<file path="src/design/tlca_pkg.sv">
// ----------------------------------------------------------------------------
// Two-line closest approach: shared definitions
// Widths, fixed-point formats and the data carried along the cell chains.
// ----------------------------------------------------------------------------
package tlca_pkg;

	localparam int PW    = 32;            // point and vertex width, 8 fraction bits
	localparam int DW    = 16;            // direction component width
	localparam int FB    = 24;            // line parameter fraction bits
	localparam int UP    = FB - 8;        // alignment shift between points and Q
	localparam int IN_W  = 6 * PW + 6 * DW;
	localparam int OUT_W = 4 * PW;

	localparam int AW    = 2 * DW;        // d.d, never negative
	localparam int CW    = 2 * DW + 1;    // d1.d2, signed
	localparam int RW    = PW + 1;        // P1 - P2
	localparam int EW    = PW + DW + 2;   // R.d
	localparam int EL    = EW / 2;
	localparam int EH    = EW - EL;
	localparam int XW    = CW;
	localparam int YW    = EH + 1;
	localparam int PPW   = XW + YW;
	localparam int DETW  = 4 * DW;        // magnitude of the determinant
	localparam int NW    = PPW + EL + 1;  // numerators of t1 and t2
	localparam int QW    = NW - 1 + UP;   // dividend and quotient magnitude

	localparam int SQIN  = 2 * PW;        // radicand bits fed to the root chain

	typedef struct packed {
		logic [2:0][PW-1:0] p1;
		logic [2:0][DW-1:0] d1;
		logic [2:0][PW-1:0] p2;
		logic [2:0][DW-1:0] d2;
	} lines_t;

	// One slot of the divider chain: both quotients share the divisor.
	typedef struct packed {
		logic            par;
		logic            neg1;
		logic            neg2;
		lines_t          ln;
		logic [DETW-1:0] dvs;
		logic [DETW-1:0] rem1;
		logic [DETW-1:0] rem2;
		logic [QW-1:0]   w1;
		logic [QW-1:0]   w2;
	} div_t;

	// One slot of the square root chain.
	typedef struct packed {
		logic               par;
		logic               sat;
		logic [2:0][PW-1:0] vtx;
		logic [SQIN-1:0]    x;
		logic [PW+1:0]      rem;
		logic [PW-1:0]      root;
	} sqr_t;

	typedef struct packed {
		logic               par;
		logic [PW-1:0]      distance;
		logic [2:0][PW-1:0] vtx;
	} res_t;

endpackage

</file>
<file path="src/design/tlca_sqrt_cell.sv">
// ----------------------------------------------------------------------------
// Square root cell
// Settles one root bit from two radicand bits and hands the slot on.
// ----------------------------------------------------------------------------
module tlca_sqrt_cell import tlca_pkg::*; (
	input  logic clk,
	input  logic arst_n,
	input  logic en,
	input  logic vin,
	input  sqr_t din,
	output logic vout,
	output sqr_t dout
);

	sqr_t          nxt;
	logic [PW+3:0] r, trial;
	logic [PW+4:0] diff;
	logic          ge;

	always_comb begin
		r     = {din.rem, din.x[SQIN-1 -: 2]};
		trial = (PW + 4)'({din.root, 2'b01});
		diff  = {1'b0, r} - {1'b0, trial};
		ge    = !diff[PW+4];
		nxt      = din;
		nxt.rem  = ge ? diff[PW+1:0] : r[PW+1:0];
		nxt.root = {din.root[PW-2:0], ge};
		nxt.x    = {din.x[SQIN-3:0], 2'b00};
	end

	always_ff @(posedge clk) begin
		if (en) begin
			dout <= nxt;
		end
	end

	always_ff @(posedge clk or negedge arst_n) begin
		if (!arst_n) begin
			vout <= 1'b0;
		end else if (en) begin
			vout <= vin;
		end
	end

endmodule

</file>
<file path="config.mk">
export PLATFORM = sky130hd
export DESIGN_NAME = tlca_sqrt_cell
export DESIGN_NICKNAME = d
export VERILOG_FILES = /design/src/design/tlca_pkg.sv /design/src/design/tlca_sqrt_cell.sv
export SDC_FILE = /design/constraint.sdc
export NUM_CORES = 1
export LEC_CHECK = 0
export BUFFER_PORTS_ARGS = -buffer_cell sky130_fd_sc_hd__buf_2
export CAP_MARGIN = 30
export CELL_PAD_IN_SITES_DETAIL_PLACEMENT = 0
export CELL_PAD_IN_SITES_GLOBAL_PLACEMENT = 1
export CORE_AREA = 2 2 177 179
export DETAILED_ROUTE_END_ITERATION = 10
export DIE_AREA = 0 0 179 181
export GPL_ROUTABILITY_DRIVEN = 0
export PLACE_DENSITY = 0.71
export SLEW_MARGIN = 20
export SYNTH_ARGS = -nofsm -noshare
export SYNTH_HDL_FRONTEND = slang
export SYNTH_SLANG_ARGS = --single-unit
</file>
<file path="constraint.sdc">
create_clock -name clk -period 0.8 [get_ports clk]
set_input_delay 0.16 -clock clk [delete_from_list [all_inputs] [get_ports clk]]
set_output_delay 0.16 -clock clk [all_outputs]
set_load 0.05 [all_outputs]
</file>
==> out/metrics.yaml <==
outcome:
  status: "finished with violations"
  violations: "negative setup slack"
cts:
  cts_made_buffers: 26
  cts_sinks: 227
  clk_pin_slew_ps: 60
  root_buffer: "clkbuf_16"
  cts_tree: "done"
  cts_buffer_depth: 3
  cts_max_level: 1
  clkLatencyLatePin_ps: 530
drt:
  wl_met3_um: 3066
  ant_nets: 0
  vias: 8396
  drt-initial-drc-count: 525
  routed_via_density: 4.548
  dr.pass1.iters: 4
  wl_per_cell_um: 21.07
  drc_errors: 0
  wl_met2_um: 18260
  drt-met1-wl_um: 15210
  top_layer: "met5"
  routed_wl_um: 38900
power_and_ir_drop:
  ir_drop_v: 0.001613
  p_switching_mw: 12.23
  p_seq_share_pct: 38.4
  combPwrFrac_pct: 30.2
  netSwitchingFraction_pct: 31.28
  power.total_mw: 39.10
  cellLeakagePower_nw: 7.905
  power_frac_clock_pct: 31.4
  powerDensity_nw_per_um2: 2132
  internal_power_mw: 26.87
critical_path:
  start_kind: "input pin"
  crit_path_cell_trace: "buf_8 -> inv_8 -> ha_4 -> nand3_4 -> buf_6 -> o32ai_4 -> a31o_1 -> a21oi_4 -> o31ai_4 -> a22oi_2 -> o21a_4 -> inv_4 -> mux2_4"
  worstRegToRegCells: 1
  r2r-start: "vout"
  arrival_ps: 2370
  crit_type: "in2reg"
  crit_fanout: 5
  worstSetupEndpointType: "register"
  cp_slowest_cell: "o31ai_4"
  cp-startpoint: "din[11]"
  critPathMaxStageDelay_ps: 300
  critPathRequiredTime_ps: 1080
synthesis:
  yosys_warnings: 0
  synth.most_common_cell: "edfxtp_1"
  synthTopCellsByCount: "226 x edfxtp_1, 47 x nand2_1, 43 x inv_1"
  postSynthAreaPerCell_um2: 15.66
  synth_top_cell_area_share_pct: 74.86
  synth_compound_area_share_pct: 8.984
  synthesis.instances: 579
  synth_fa_ha_area_share_pct: 4.554
  synth_cell_types: 57
  synthArstFlopShare_pct: 0.4405
  yosys_register_bits: 227
  syn_area_um2: 9066
  post_synth_xor_area_fraction_pct: 2.995
  ys.flop_type: "edfxtp_1"
  yosys.area.top_type: "edfxtp_1"
  synthTopCellsByArea: "edfxtp_1 75%, ha_1 4.6%, nand2_1 1.9%, o21ai_0 1.9%, xnor2_1 1.8%"
  synth.area.mux_share_pct: 0.5934
  yosys.area_share.simple_pct: 4.885
  synth_top_family_by_area: "compound AO/OA/AOI/OAI gates"
  ys_seq_area_share_pct: 75.13
  synth_edf_count: 226
sta:
  period_share_pct: 261.7
  clock.fmax_mhz: 477.6
  clock_skew_ps: 0
  fin_tns_setup_ps: -144890
  hold_viol: 0
  drv_slew: 0
  grt_setup_unrepaired: "yes"
  post-route-min-period_ps: 2094
  setup_viol: 262
  setup_ws_ps: -1294
hold_path:
  min-delay-start: "din[50]"
  min_path_cells: 4
  min_path_type: "in2reg"
floorplan:
  io_pins: 461
  die_y_um: 181
  dieArea_um2: 32400
  rows: 64
  core_area_um2: 30350
  start_util_pct: 29.87
  die_w_um: 179
final_layout:
  drive_above_1_share_pct: 50.55
  finish.utilization_pct: 60.42
  nets: 1693
  area_growth_pct: 102.3
global_routing:
  antenna_found_initial: 5
  grt_pass1_wl_um: 55290
  grt_max_degree: 26
  grt_use_total_pct: 23.16
  overflow: 0
  grt_pass1_vias: 8937
place:
  dp_hpwl_um: 27270
  portBuffers: 458
flow_run:
  drv_cap: 0
-- repair_timing --
item                                    CTS  global route
hold endpoints to repair                212             0
buffers inserted                          4             6
gates resized for setup                 473            37
endpoints found under the setup margin  262           263
cloned                                    0             0
pin swaps                                26            17
hold buffers                            213             0
-- sequential cells by signal, indices dropped and copies added (netlist names) --
signal	count
dout	226
vout	1
-- per-stage QoR --
| step | hold slack, ps | std cells | area, um^2 | setup WS [ps] |
|---|---|---|---|---|
| global placement | -50.21 | 1574 | 13620 | -2000 |
| global route | 17.78 | 1843 | 18330 | -1386 |
| CTS | 3.740 | 1837 | 18160 | -1281 |
| finish | 25.59 | 1846 | 18340 | -1294 |
| detailed placement | -45.51 | 1574 | 13620 | -2119 |
| floorplan | -135.6 | 580 | 9310 | -1532 |
-- critical path: cells and delay by family --
kind / cells / cell delay, ps
AOI/OAI and AO/OA: 6 / 1250
adders and majority gates: 1 / 280
buffers and inverters: 4 / 330
muxes: 1 / 290
and+or+nand+nor: 1 / 70
-- cell families after synthesis --
family | count (synthesis)
fa+ha+maj | 33
simple gates | 97
buf+inv | 59
flops | 227
compound gates | 126
xor+xnor | 31
mux | 5
other cells | 1
-- final timing paths --
path	end	slack, ps
setup / recovery	dout[65]	-1290
setup reg to reg	vout	10
min in group asynchronous	vout	470
hold / removal	dout[52]	30
max in group asynchronous	vout	200
hold reg to reg	vout	550
-- power by group through the flow --
stage | Sequential [mW] | Combinational [mW] | Clock [mW]
final | 15.0 | 11.8 | 12.3
after global routing | 15.1 | 12.3 | 13.0
after CTS | 15.0 | 11.6 | 12.4
after detailed placement | 14.9 | 9.30 | 0
after global placement | 14.9 | 9.25 | 0
after floorplan | 18.8 | 1.72 | 0
-- placed cells by master, fill, tap and decap left out, types with 3 or more instances in the layout --
cell             n
o21ai_1         31
ha_4            14
a31oi_4          4
o21bai_1         3
inv_4            4
nor2_2           3
o21ai_2          5
nor2_1          15
nor2b_1          3
buf_8            5
clkbuf_16       27
o21ai_0         10
o211ai_1         4
edfxtp_1       226
ha_1            19
inv_1           37
nor3_1           3
diode_2          4
o31ai_1          3
buf_6          217
a21oi_1         23
and3_1           3
nand2_1         41
clkinv_2         3
nand3_1          3
a21oi_2          7
a21o_1          13
nand2b_1         5
buf_2          221
dlygate4sd3_1  213
xor2_1          12
xnor2_1         18
nand4_1          4
nand2_2          5
buf_12          33
bufinv_16        4
clkinv_1         7
buf_4          146
-- cell type report --
type / count / area [um^2]
fillers: 2276 / 12010
repair buffers: 835 / 7513
well taps: 396 / 495.5
flip-flops and latches: 227 / 6813
clock inverters: 17 / 187.7
multi-input cells: 294 / 2447
inverters: 44 / 187.7
clock buffers: 29 / 683.2
diodes: 4 / 10.01
-- layer usage --
metal / global-route usage, % / up-vias
met5: 0 / -
met3: 5.492 / 103
met4: 12.10 / 4
li1: - / 3886
met1: 27.81 / 3986
met2: 38.35 / 417
Note: power is estimated with default switching activity, not from simulation.
