## src/design/tlca_pkg.sv

```systemverilog
// ----------------------------------------------------------------------------
// Two-line closest approach: shared definitions
// Widths, fixed-point formats and the data carried along the cell chains.
// ----------------------------------------------------------------------------
package tlca_pkg;

	localparam int PW    = 32;            // point and vertex width, 8 fraction bits
	localparam int DW    = 16;            // direction component width
	localparam int FB    = 24;            // line parameter fraction bits
	localparam int UP    = FB - 8;        // alignment shift between points and Q
	localparam int IN_W  = 6 * PW + 6 * DW;
	localparam int OUT_W = 4 * PW;

	localparam int AW    = 2 * DW;        // d.d, never negative
	localparam int CW    = 2 * DW + 1;    // d1.d2, signed
	localparam int RW    = PW + 1;        // P1 - P2
	localparam int EW    = PW + DW + 2;   // R.d
	localparam int EL    = EW / 2;
	localparam int EH    = EW - EL;
	localparam int XW    = CW;
	localparam int YW    = EH + 1;
	localparam int PPW   = XW + YW;
	localparam int DETW  = 4 * DW;        // magnitude of the determinant
	localparam int NW    = PPW + EL + 1;  // numerators of t1 and t2
	localparam int QW    = NW - 1 + UP;   // dividend and quotient magnitude

	localparam int SQIN  = 2 * PW;        // radicand bits fed to the root chain

	typedef struct packed {
		logic [2:0][PW-1:0] p1;
		logic [2:0][DW-1:0] d1;
		logic [2:0][PW-1:0] p2;
		logic [2:0][DW-1:0] d2;
	} lines_t;

	// One slot of the divider chain: both quotients share the divisor.
	typedef struct packed {
		logic            par;
		logic            neg1;
		logic            neg2;
		lines_t          ln;
		logic [DETW-1:0] dvs;
		logic [DETW-1:0] rem1;
		logic [DETW-1:0] rem2;
		logic [QW-1:0]   w1;
		logic [QW-1:0]   w2;
	} div_t;

	// One slot of the square root chain.
	typedef struct packed {
		logic               par;
		logic               sat;
		logic [2:0][PW-1:0] vtx;
		logic [SQIN-1:0]    x;
		logic [PW+1:0]      rem;
		logic [PW-1:0]      root;
	} sqr_t;

	typedef struct packed {
		logic               par;
		logic [PW-1:0]      distance;
		logic [2:0][PW-1:0] vtx;
	} res_t;

endpackage

```

## src/design/tlca_div_cell.sv

```systemverilog
// ----------------------------------------------------------------------------
// Divider cell
// Produces one quotient bit of both line parameters and hands the slot on.
// ----------------------------------------------------------------------------
module tlca_div_cell import tlca_pkg::*; (
	input  logic clk,
	input  logic arst_n,
	input  logic en,
	input  logic vin,
	input  div_t din,
	output logic vout,
	output div_t dout
);

	div_t nxt;
	logic [DETW:0] r1, r2, t1, t2;
	logic          q1, q2;

	always_comb begin
		// The dividend bit shifts out of the top of w while the quotient bit
		// shifts in at the bottom.
		r1 = {din.rem1, din.w1[QW-1]};
		r2 = {din.rem2, din.w2[QW-1]};
		t1 = r1 - {1'b0, din.dvs};
		t2 = r2 - {1'b0, din.dvs};
		q1 = !t1[DETW];
		q2 = !t2[DETW];
		nxt      = din;
		nxt.rem1 = q1 ? t1[DETW-1:0] : r1[DETW-1:0];
		nxt.rem2 = q2 ? t2[DETW-1:0] : r2[DETW-1:0];
		nxt.w1   = {din.w1[QW-2:0], q1};
		nxt.w2   = {din.w2[QW-2:0], q2};
	end

	always_ff @(posedge clk) begin
		if (en) begin
			dout <= nxt;
		end
	end

	always_ff @(posedge clk or negedge arst_n) begin
		if (!arst_n) begin
			vout <= 1'b0;
		end else if (en) begin
			vout <= vin;
		end
	end

endmodule

```

## config.mk

```make
export PLATFORM = sky130hd
export DESIGN_NAME = tlca_div_cell
export DESIGN_NICKNAME = d
export VERILOG_FILES = /design/src/design/tlca_pkg.sv /design/src/design/tlca_div_cell.sv
export SDC_FILE = /design/constraint.sdc
export NUM_CORES = 1
export LEC_CHECK = 0
export BUFFER_PORTS_ARGS = -buffer_cell sky130_fd_sc_hd__buf_2
export CAP_MARGIN = 5
export CORE_AREA = 2 2 529 531
export CTS_CLUSTER_DIAMETER = 60
export DETAILED_ROUTE_END_ITERATION = 8
export DIE_AREA = 0 0 531 533
export HOLD_SLACK_MARGIN = 0.03
export PLACE_DENSITY_LB_ADDON = 0.08
export SLEW_MARGIN = 30
export SYNTH_ARGS = -nofsm -noshare
export SYNTH_HDL_FRONTEND = slang
export SYNTH_SLANG_ARGS = --single-unit
```

## constraint.sdc

```tcl
create_clock -name clk -period 0.8 [get_ports clk]
set_clock_uncertainty 0.05 [all_clocks]
set_input_delay 0.08 -clock clk [delete_from_list [all_inputs] [get_ports clk]]
set_output_delay 0.08 -clock clk [all_outputs]
set_load 0.1 [all_outputs]
```

==> summary.txt, run 1 <==
CTS
  • CTS H-tree depth: 3
  • CTS tree: done
  • Clk sink count: 684
  • Total CTS buffers: 124
  • Clk_lat worst skew: 840 ps
  • CTS clock-pin slew for the worst setup and hold paths: 60 ps
  • Largest buffer count on any clock path: 4
  • Root buf cell: clkbuf_16

Pwr
  • Worst vdd ir: 1.823 mV
  • LEAKAGE: 32.21 nW
  • Clock power frac: 0.318
  • Sequential share of power: 0.272
  • Tot Pwr: 173.1 mW
  • Logic pwr share: 0.410
  • Int Pwr: 106.0 mW
  • P per Cell Area: 2211 mW/mm^2
  • Psw: 67.08 mW
  • Switching Share: 0.3876

Routing
  • Via Count: 33,410
  • First drt pass iteration count: 5
  • Avg WL per Cell: 27.90 um
  • Drt via density: 3.520
  • Final ANT Viol Nets: 0
  • Post-route DRC: 0
  • Initial drt markers: 1,579
  • Routed WL: 264.8 mm

STA
  • Rel. slew slack: 0.6457
  • Fin. Hold Viols: 104
  • F_max: 399.0 MHz
  • Unrepaired setup endpoints after global routing: true
  • Final setup fails: 1,017
  • Min Tclk post-route: 2507 ps
  • Worst Slack Setup Final: -1707 ps
  • Slew Viols, Final: 0
  • Period utilisation layout: 3.133
  • Worst-Margin Slew: 518.0 ps
  • Min Hold Slack: -643.5 ps
  • Setup TNS: -755,740 ps

GRT
  • Grt ovf: 0
  • Met2 GRT Util: 0.3081
  • Maximum number of pins on one net before global-route repair: 39
  • Met3 Track Usage GR: 0.04601
  • Initial antenna violation count: 169
  • Met1 Use GR: 0.2251
  • Global route hottest layer: met2
  • First-pass GRT wire length: 341.0 mm
  • Vias in the first global route: 34,730
  • GRT Overall Usage: 0.1808

Floorplan
  • Site Rows: 194
  • Die Ht: 533 um
  • I/O pins: 1,371
  • Die width: 531 um
  • CORE AREA: 0.2779 mm^2
  • Initial cell density of the core: 0.1083
  • Die area: 0.2830 mm^2

Final layout
  • Layout cells sized above 1: 0.5158
  • Nets: 6,408
  • Fill count: 28,930
  • P&R area growth vs syn: 159.9%
  • Post-route cell area: 0.07826 mm^2

Job
  • Max-Cap Viols: 0

Worst setup path
  • Data required, critical path: 1310 ps
  • Crit Path Category: input pin to register
  • Crit-path max FO: 7
  • Critical path arrival: 3020 ps
  • Endpoint class of the critical path: register
  • Crit start category: input pin

Placement
  • Placement Cell Area: 0.05814 mm^2
  • IO Port Bufs: 1,370
  • Placement Setup Slack: -3010 ps
  • GP Congestion: 0.8488
  • Detailed Place HPWL: 219.9 mm

Logic synthesis
  • Sequential area share after synthesis: 0.6819
  • Yosys top cell area share: 0.6811
  • Syn avg cell area: 13.58 um^2
  • Syn nets: 3,035
  • Post-synth EDFFs: 683
  • Most common cell in the netlist: edfxtp_1
  • Ys Warns: 0
  • Netlist cell types: 81
  • Synth Cell Area: 0.03011 mm^2
  • Area contributors post-synth: edfxtp_1, ha_1, nand2_1
  • Area leader, netlist: edfxtp_1
  • Asr flop ratio synth: 0.001462
  • Main synth FF type: edfxtp_1
  • Post-synthesis sequential element count: 684
  • Mapped Cells: 2,218
  • Commonest cells post-synth: edfxtp_1, nand2_1, o21ai_0

Run status
  • Failing checks: hold timing, setup timing
  • Outcome: complete, but fails checks

Hold path
  • Worst hold path type: input pin to register
-- routing by layer --
metal  part of all wire  vias to the layer above
met2               0.48                     1197
met3              0.067                      351
met5             0.0014                        -
li1                   -                    15300
met4              0.030                       58
met1               0.42                    16500
-- final cells by class --
class	instances	area, um^2	share of cell area
diodes	77	192.7	0.002462
multi-input cells	1335	11710	0.1497
inverters	101	506.7	0.006475
clock inverters	84	973.4	0.01244
repair buffers	3345	36510	0.4665
flip-flops and latches	684	20540	0.2625
well taps	3724	4659	0.05954
clock buffers	141	3167	0.04047
-- worst max-delay path: stages --
cell,delay (ps)
buf_2,150
inv_4,60
ha_4,280
buf_4,110
nand4_4,180
o211ai_4,260
a221oi_4,100
o41a_4,480
o31ai_4,230
buf_6,160
o41a_4,180
nand2_8,90
buf_12,160
buf_16,150
buf_16,190
nand2_4,80
o21ai_2,40
-- power by group through the flow --
stage / sequential, mW / combinational (mW) / clock (mW)
final: 47.0 / 71.0 / 55.1
after global routing: 47.3 / 73.6 / 58.3
after CTS: 47.1 / 70.8 / 57.2
after detailed placement: 47.6 / 60.6 / 0
after global placement: 47.8 / 60.8 / 0
after floorplan: 69.6 / 7.72 / 0
-- placed cells by master (no fill, tap or decap), drive strengths merged, types with 13 or more instances in the layout --
master	count
nor3	17
a31oi	16
buf	2235
o21ai	209
diode	77
a21oi	152
nand2	247
a211oi	15
clkbuf	142
nand4	46
edfxtp	683
nand2b	13
nand3	29
o21bai	24
o211ai	17
clkinv	43
inv	110
nor2	73
bufinv	18
clkinvlp	14
xor2	50
ha	128
dlygate4sd3	1109
a21o	74
xnor2	66
o31ai	18
-- metrics by stage --
step / cells / hold WS, ps / utilization
floorplan: 2218 / -265.6 / -
global placement: 7982 / -174.2 / 0.2092
detailed placement: 7982 / -176.1 / 0.2092
CTS: 9367 / -738.3 / 0.2763
global route: 9461 / -723.7 / 0.2813
finish: 9491 / -643.5 / 0.2816
-- registers in the layout, indices dropped and copies added, names as in the netlist --
signal and count:
dout 683, vout 1
-- kinds of logic after synthesis --
family | synth area share
and+or+nand+nor | 0.07487
DFF | 0.6819
buffers and inverters | 0.02904
muxes | 0.001787
adders and majority gates | 0.05451
xor gates and xnor gates | 0.03374
AOI/OAI and AO/OA | 0.1241
-- timing repair --
item,4_1_cts,5_1_grt
setup buffers,72,19
pin swaps,161,83
gates cloned,27,0
endpoints found under the setup margin,815,871
hold endpoints to repair,1367,289
gates resized for setup,563,227
hold buffers,1075,36
-- worst paths after layout --
path / startpoint / to / slack [ps] / depth (start not counted)
worst max-delay path: din[364] / dout[274] / -1710 / 17
worst min-delay path: din[349] / dout[349] / -640 / 1
worst max register to register: vout / vout / -120 / 1
worst min register to register: vout / vout / 550 / 1
max in group asynchronous: arst_n / vout / 320 / 3
min in group asynchronous: arst_n / vout / 270 / 3
No activity file was read; power rests on OpenSTA's default activity.
==> inputs of run 2 (changes only) <==
Settings changed: CORE_AREA 2 2 529 531 to 2 2 541 543, DIE_AREA 0 0 531 533 to 0 0 543 545.
Clock period 0.8 ns to 2.2 ns, I/O delays scaled along.
==> summary.txt, run 2 (same netlist as run 1, synthesis figures left out) <==
Worst setup path
  • Crit start category: input pin
  • Endpoint class of the critical path: register
  • R2R Setup Slk: 1420 ps (+1540 ps)
  • R2R Path End: vout
  • Data required, critical path: 2660 ps (+1350 ps)
  • Reg2reg start: vout
  • R2R depth: 1 (unchanged)
  • Crit Path Category: input pin to register
  • Crit-path max FO: 8 (+1)
  • Critical path arrival: 3180 ps (+160 ps)

Placement
  • GP Congestion: 0.9132 (+7.6%)
  • Placement Cell Area: 0.04750 mm^2 (-18%)
  • Detailed Place HPWL: 215.1 mm (-2.2%)
  • IO Port Bufs: 1,370 (unchanged)
  • Placement Setup Slack: -1994 ps (+1016 ps)
  • Placed Cells: 8,103 (+1.5%)

STA
  • Final setup fails: 130 (-87%)
  • Worst Slack Setup Final: -529.7 ps (+1177 ps)
  • Rel. slew slack: 0.4592 (-0.1866)
  • F_max: 366.3 MHz
  • Setup TNS: -55,410 ps (+700,340 ps)
  • Slew Viols, Final: 0 (unchanged)
  • Worst-Margin Slew: 811.3 ps (+293.2 ps)
  • Min Hold Slack: -417.2 ps (+226.2 ps)
  • Fin. Hold Viols: 5 (-95%)
  • Unrepaired setup endpoints after global routing: true
  • Min Tclk post-route: 2730 ps
  • Period utilisation layout: 1.241

Pwr
  • Sequential share of power: 0.282 (+0.010)
  • Tot Pwr: 58.23 mW (-66%)
  • Int Pwr: 34.31 mW (-68%)
  • LEAKAGE: 26.70 nW (-17%)
  • Clock power frac: 0.352 (+0.034)
  • Psw: 23.93 mW (-64%)
  • Worst vdd ir: 0.5165 mV (-72%)
  • P per Cell Area: 912.3 mW/mm^2 (-59%)
  • Switching Share: 0.4109 (+0.02327)
  • Logic pwr share: 0.365 (-0.045)

CTS
  • Root buf cell: clkbuf_16
  • CTS tree: done
  • CTS H-tree depth: 4 (+1)
  • Total CTS buffers: 136 (+9.7%)
  • CTS clock-pin slew for the worst setup and hold paths: 40 ps (-20 ps)
  • Clk_lat worst skew: 780 ps (-60 ps)
  • Largest buffer count on any clock path: 4 (unchanged)
  • Clk sink count: 684 (unchanged)

Hold path
  • Worst hold path type: input pin to register
  • Min-Delay Startpoint: din[328]
  • Worst hold endpoint: dout[328]
  • Worst Hold Depth: 1 (unchanged)

Final layout
  • Nets: 6,040 (-5.7%)
  • Top flop regs: dout (683), vout (1)
  • Commonest non-fill, non-tap cell in the layout: buf_2
  • Post-route insts no fill: 9,298 (-2.0%)
  • P&R area growth vs syn: 112.0%
  • Post-layout util: 0.2200 (-0.06153)
  • Fill count: 31,780 (+9.8%)
  • Number of flip-flops in the largest register: 683 (unchanged)
  • Most frequent cells in the layout: buf_2, dlygate4sd3_1, buf_4
  • Post-route cell area: 0.06383 mm^2 (-18%)
  • Sequential cell area: 0.02053 mm^2 (about the same)
  • Largest Register: dout
  • Area of the multi-input gates: 0.01138 mm^2 (-2.8%)
  • Layout cells sized above 1: 0.5255 (+0.009638)

Floorplan
  • CORE AREA: 0.2901 mm^2 (+4.4%)
  • Die Ht: 545 um (+2.3%)
  • Site Rows: 198 (+2.1%)
  • Die area: 0.2959 mm^2 (+4.6%)
  • I/O pins: 1,371 (unchanged)
  • Initial cell density of the core: 0.1038 (-0.004546)
  • Die width: 543 um (+2.3%)

GRT
  • GRT Overall Usage: 0.1678 (-0.01298)
  • First-pass GRT wire length: 329.5 mm (-3.4%)
  • Vias in the first global route: 33,090 (-4.7%)
  • Maximum number of pins on one net before global-route repair: 60 (+54%)
  • Initial antenna violation count: 167 (-1.2%)
  • Grt ovf: 0 (unchanged)

Routing
  • Avg WL per Cell: 28.12 um (+0.78%)
  • Via Count: 31,900 (-4.5%)
  • Initial drt markers: 1,735 (+9.9%)
  • First drt pass iteration count: 7 (+2)
  • Post-route DRC: 0 (unchanged)
  • Final ANT Viol Nets: 0 (unchanged)
  • Drt via density: 3.431 (-2.5%)
  • Routed WL: 261.5 mm (-1.3%)

Job
  • Max-Cap Viols: 0 (unchanged)

Run status
  • Failing checks: hold timing, setup timing
  • Outcome: complete, but fails checks
-- run 2: cell types whose count changed in the layout (fill, tap and decap cells not counted), sizes merged --
| cell | change |
|---|---|
| dlygate4sd3 | -300 |
| buf | -95 |
| clkbuf | +24 |
| clkinv | +12 |
| bufinv | -8 |
| clkinvlp | -2 |
| diode | -2 |
| inv | +1 |
| nand2 | +1 |
-- run 2: worst max path at each step --
stage / end / slack, ps / from / cells past startpoint
5_1_grt: dout[250] / -640 / din[335] / 19
2_1_floorplan: dout[308] / -720 / din[199] / 13
3_5_place_dp: dout[308] / -1990 / din[199] / 16
6_report: dout[314] / -530 / din[328] / 18
3_3_place_gp: dout[308] / -2030 / din[199] / 16
4_1_cts: dout[250] / -550 / din[335] / 19
-- run 2: per-layer routing --
metal,vias up,part of all wire,GRT usage
li1,14540,-,-
met1,15750,0.43,0.2109
met2,1194,0.48,0.2883
met3,351,0.065,0.04056
met4,58,0.025,0.03688
met5,-,0.0014,0
-- run 2: power groups by stage --
stage / combinational, mW / clock (mW) / sequential, mW
after floorplan: 2.81 / 0 / 25.3
after global placement: 18.2 / 0 / 16.7
after detailed placement: 18.1 / 0 / 16.6
after CTS: 20.8 / 21.4 / 16.5
after global routing: 22.1 / 21.8 / 16.5
final: 21.3 / 20.5 / 16.4
-- run 2: final cells by class --
| cell class | count | share of cell area |
|---|---|---|
| Timing Repair Buffer | 2964 | 0.3468 |
| Sequential cell | 684 | 0.3217 |
| Multi-Input combinational cell | 1336 | 0.1783 |
| Tap cell | 3900 | 0.07644 |
| Clock buffer | 151 | 0.05420 |
| Clock inverter | 87 | 0.01262 |
| Inverter | 101 | 0.007017 |
| Antenna cell | 75 | 0.002940 |
-- run 2: critical path: stages --
cell       delay [ps]
buf_8             110
ha_4              160
fa_2              370
nand2b_4          170
a21oi_4           200
o21bai_4          110
buf_12            140
a2111oi_4         330
clkbuf_16         230
o21ai_4            60
o31ai_4           120
o41a_4            260
nand2_8           100
buf_12            190
buf_8             140
buf_6             130
nand2_1            80
o41ai_2            60
-- run 2: timing repair --
| item | CTS | global route |
|---|---|---|
| pin swaps | 78 | 157 |
| setup endpoints to repair | 137 | 133 |
| gates cloned | 15 | 12 |
| endpoints found under the hold margin | 758 | 10 |
| resized for setup | 273 | 335 |
| hold buffers | 804 | 5 |
| setup buffers | 37 | 30 |
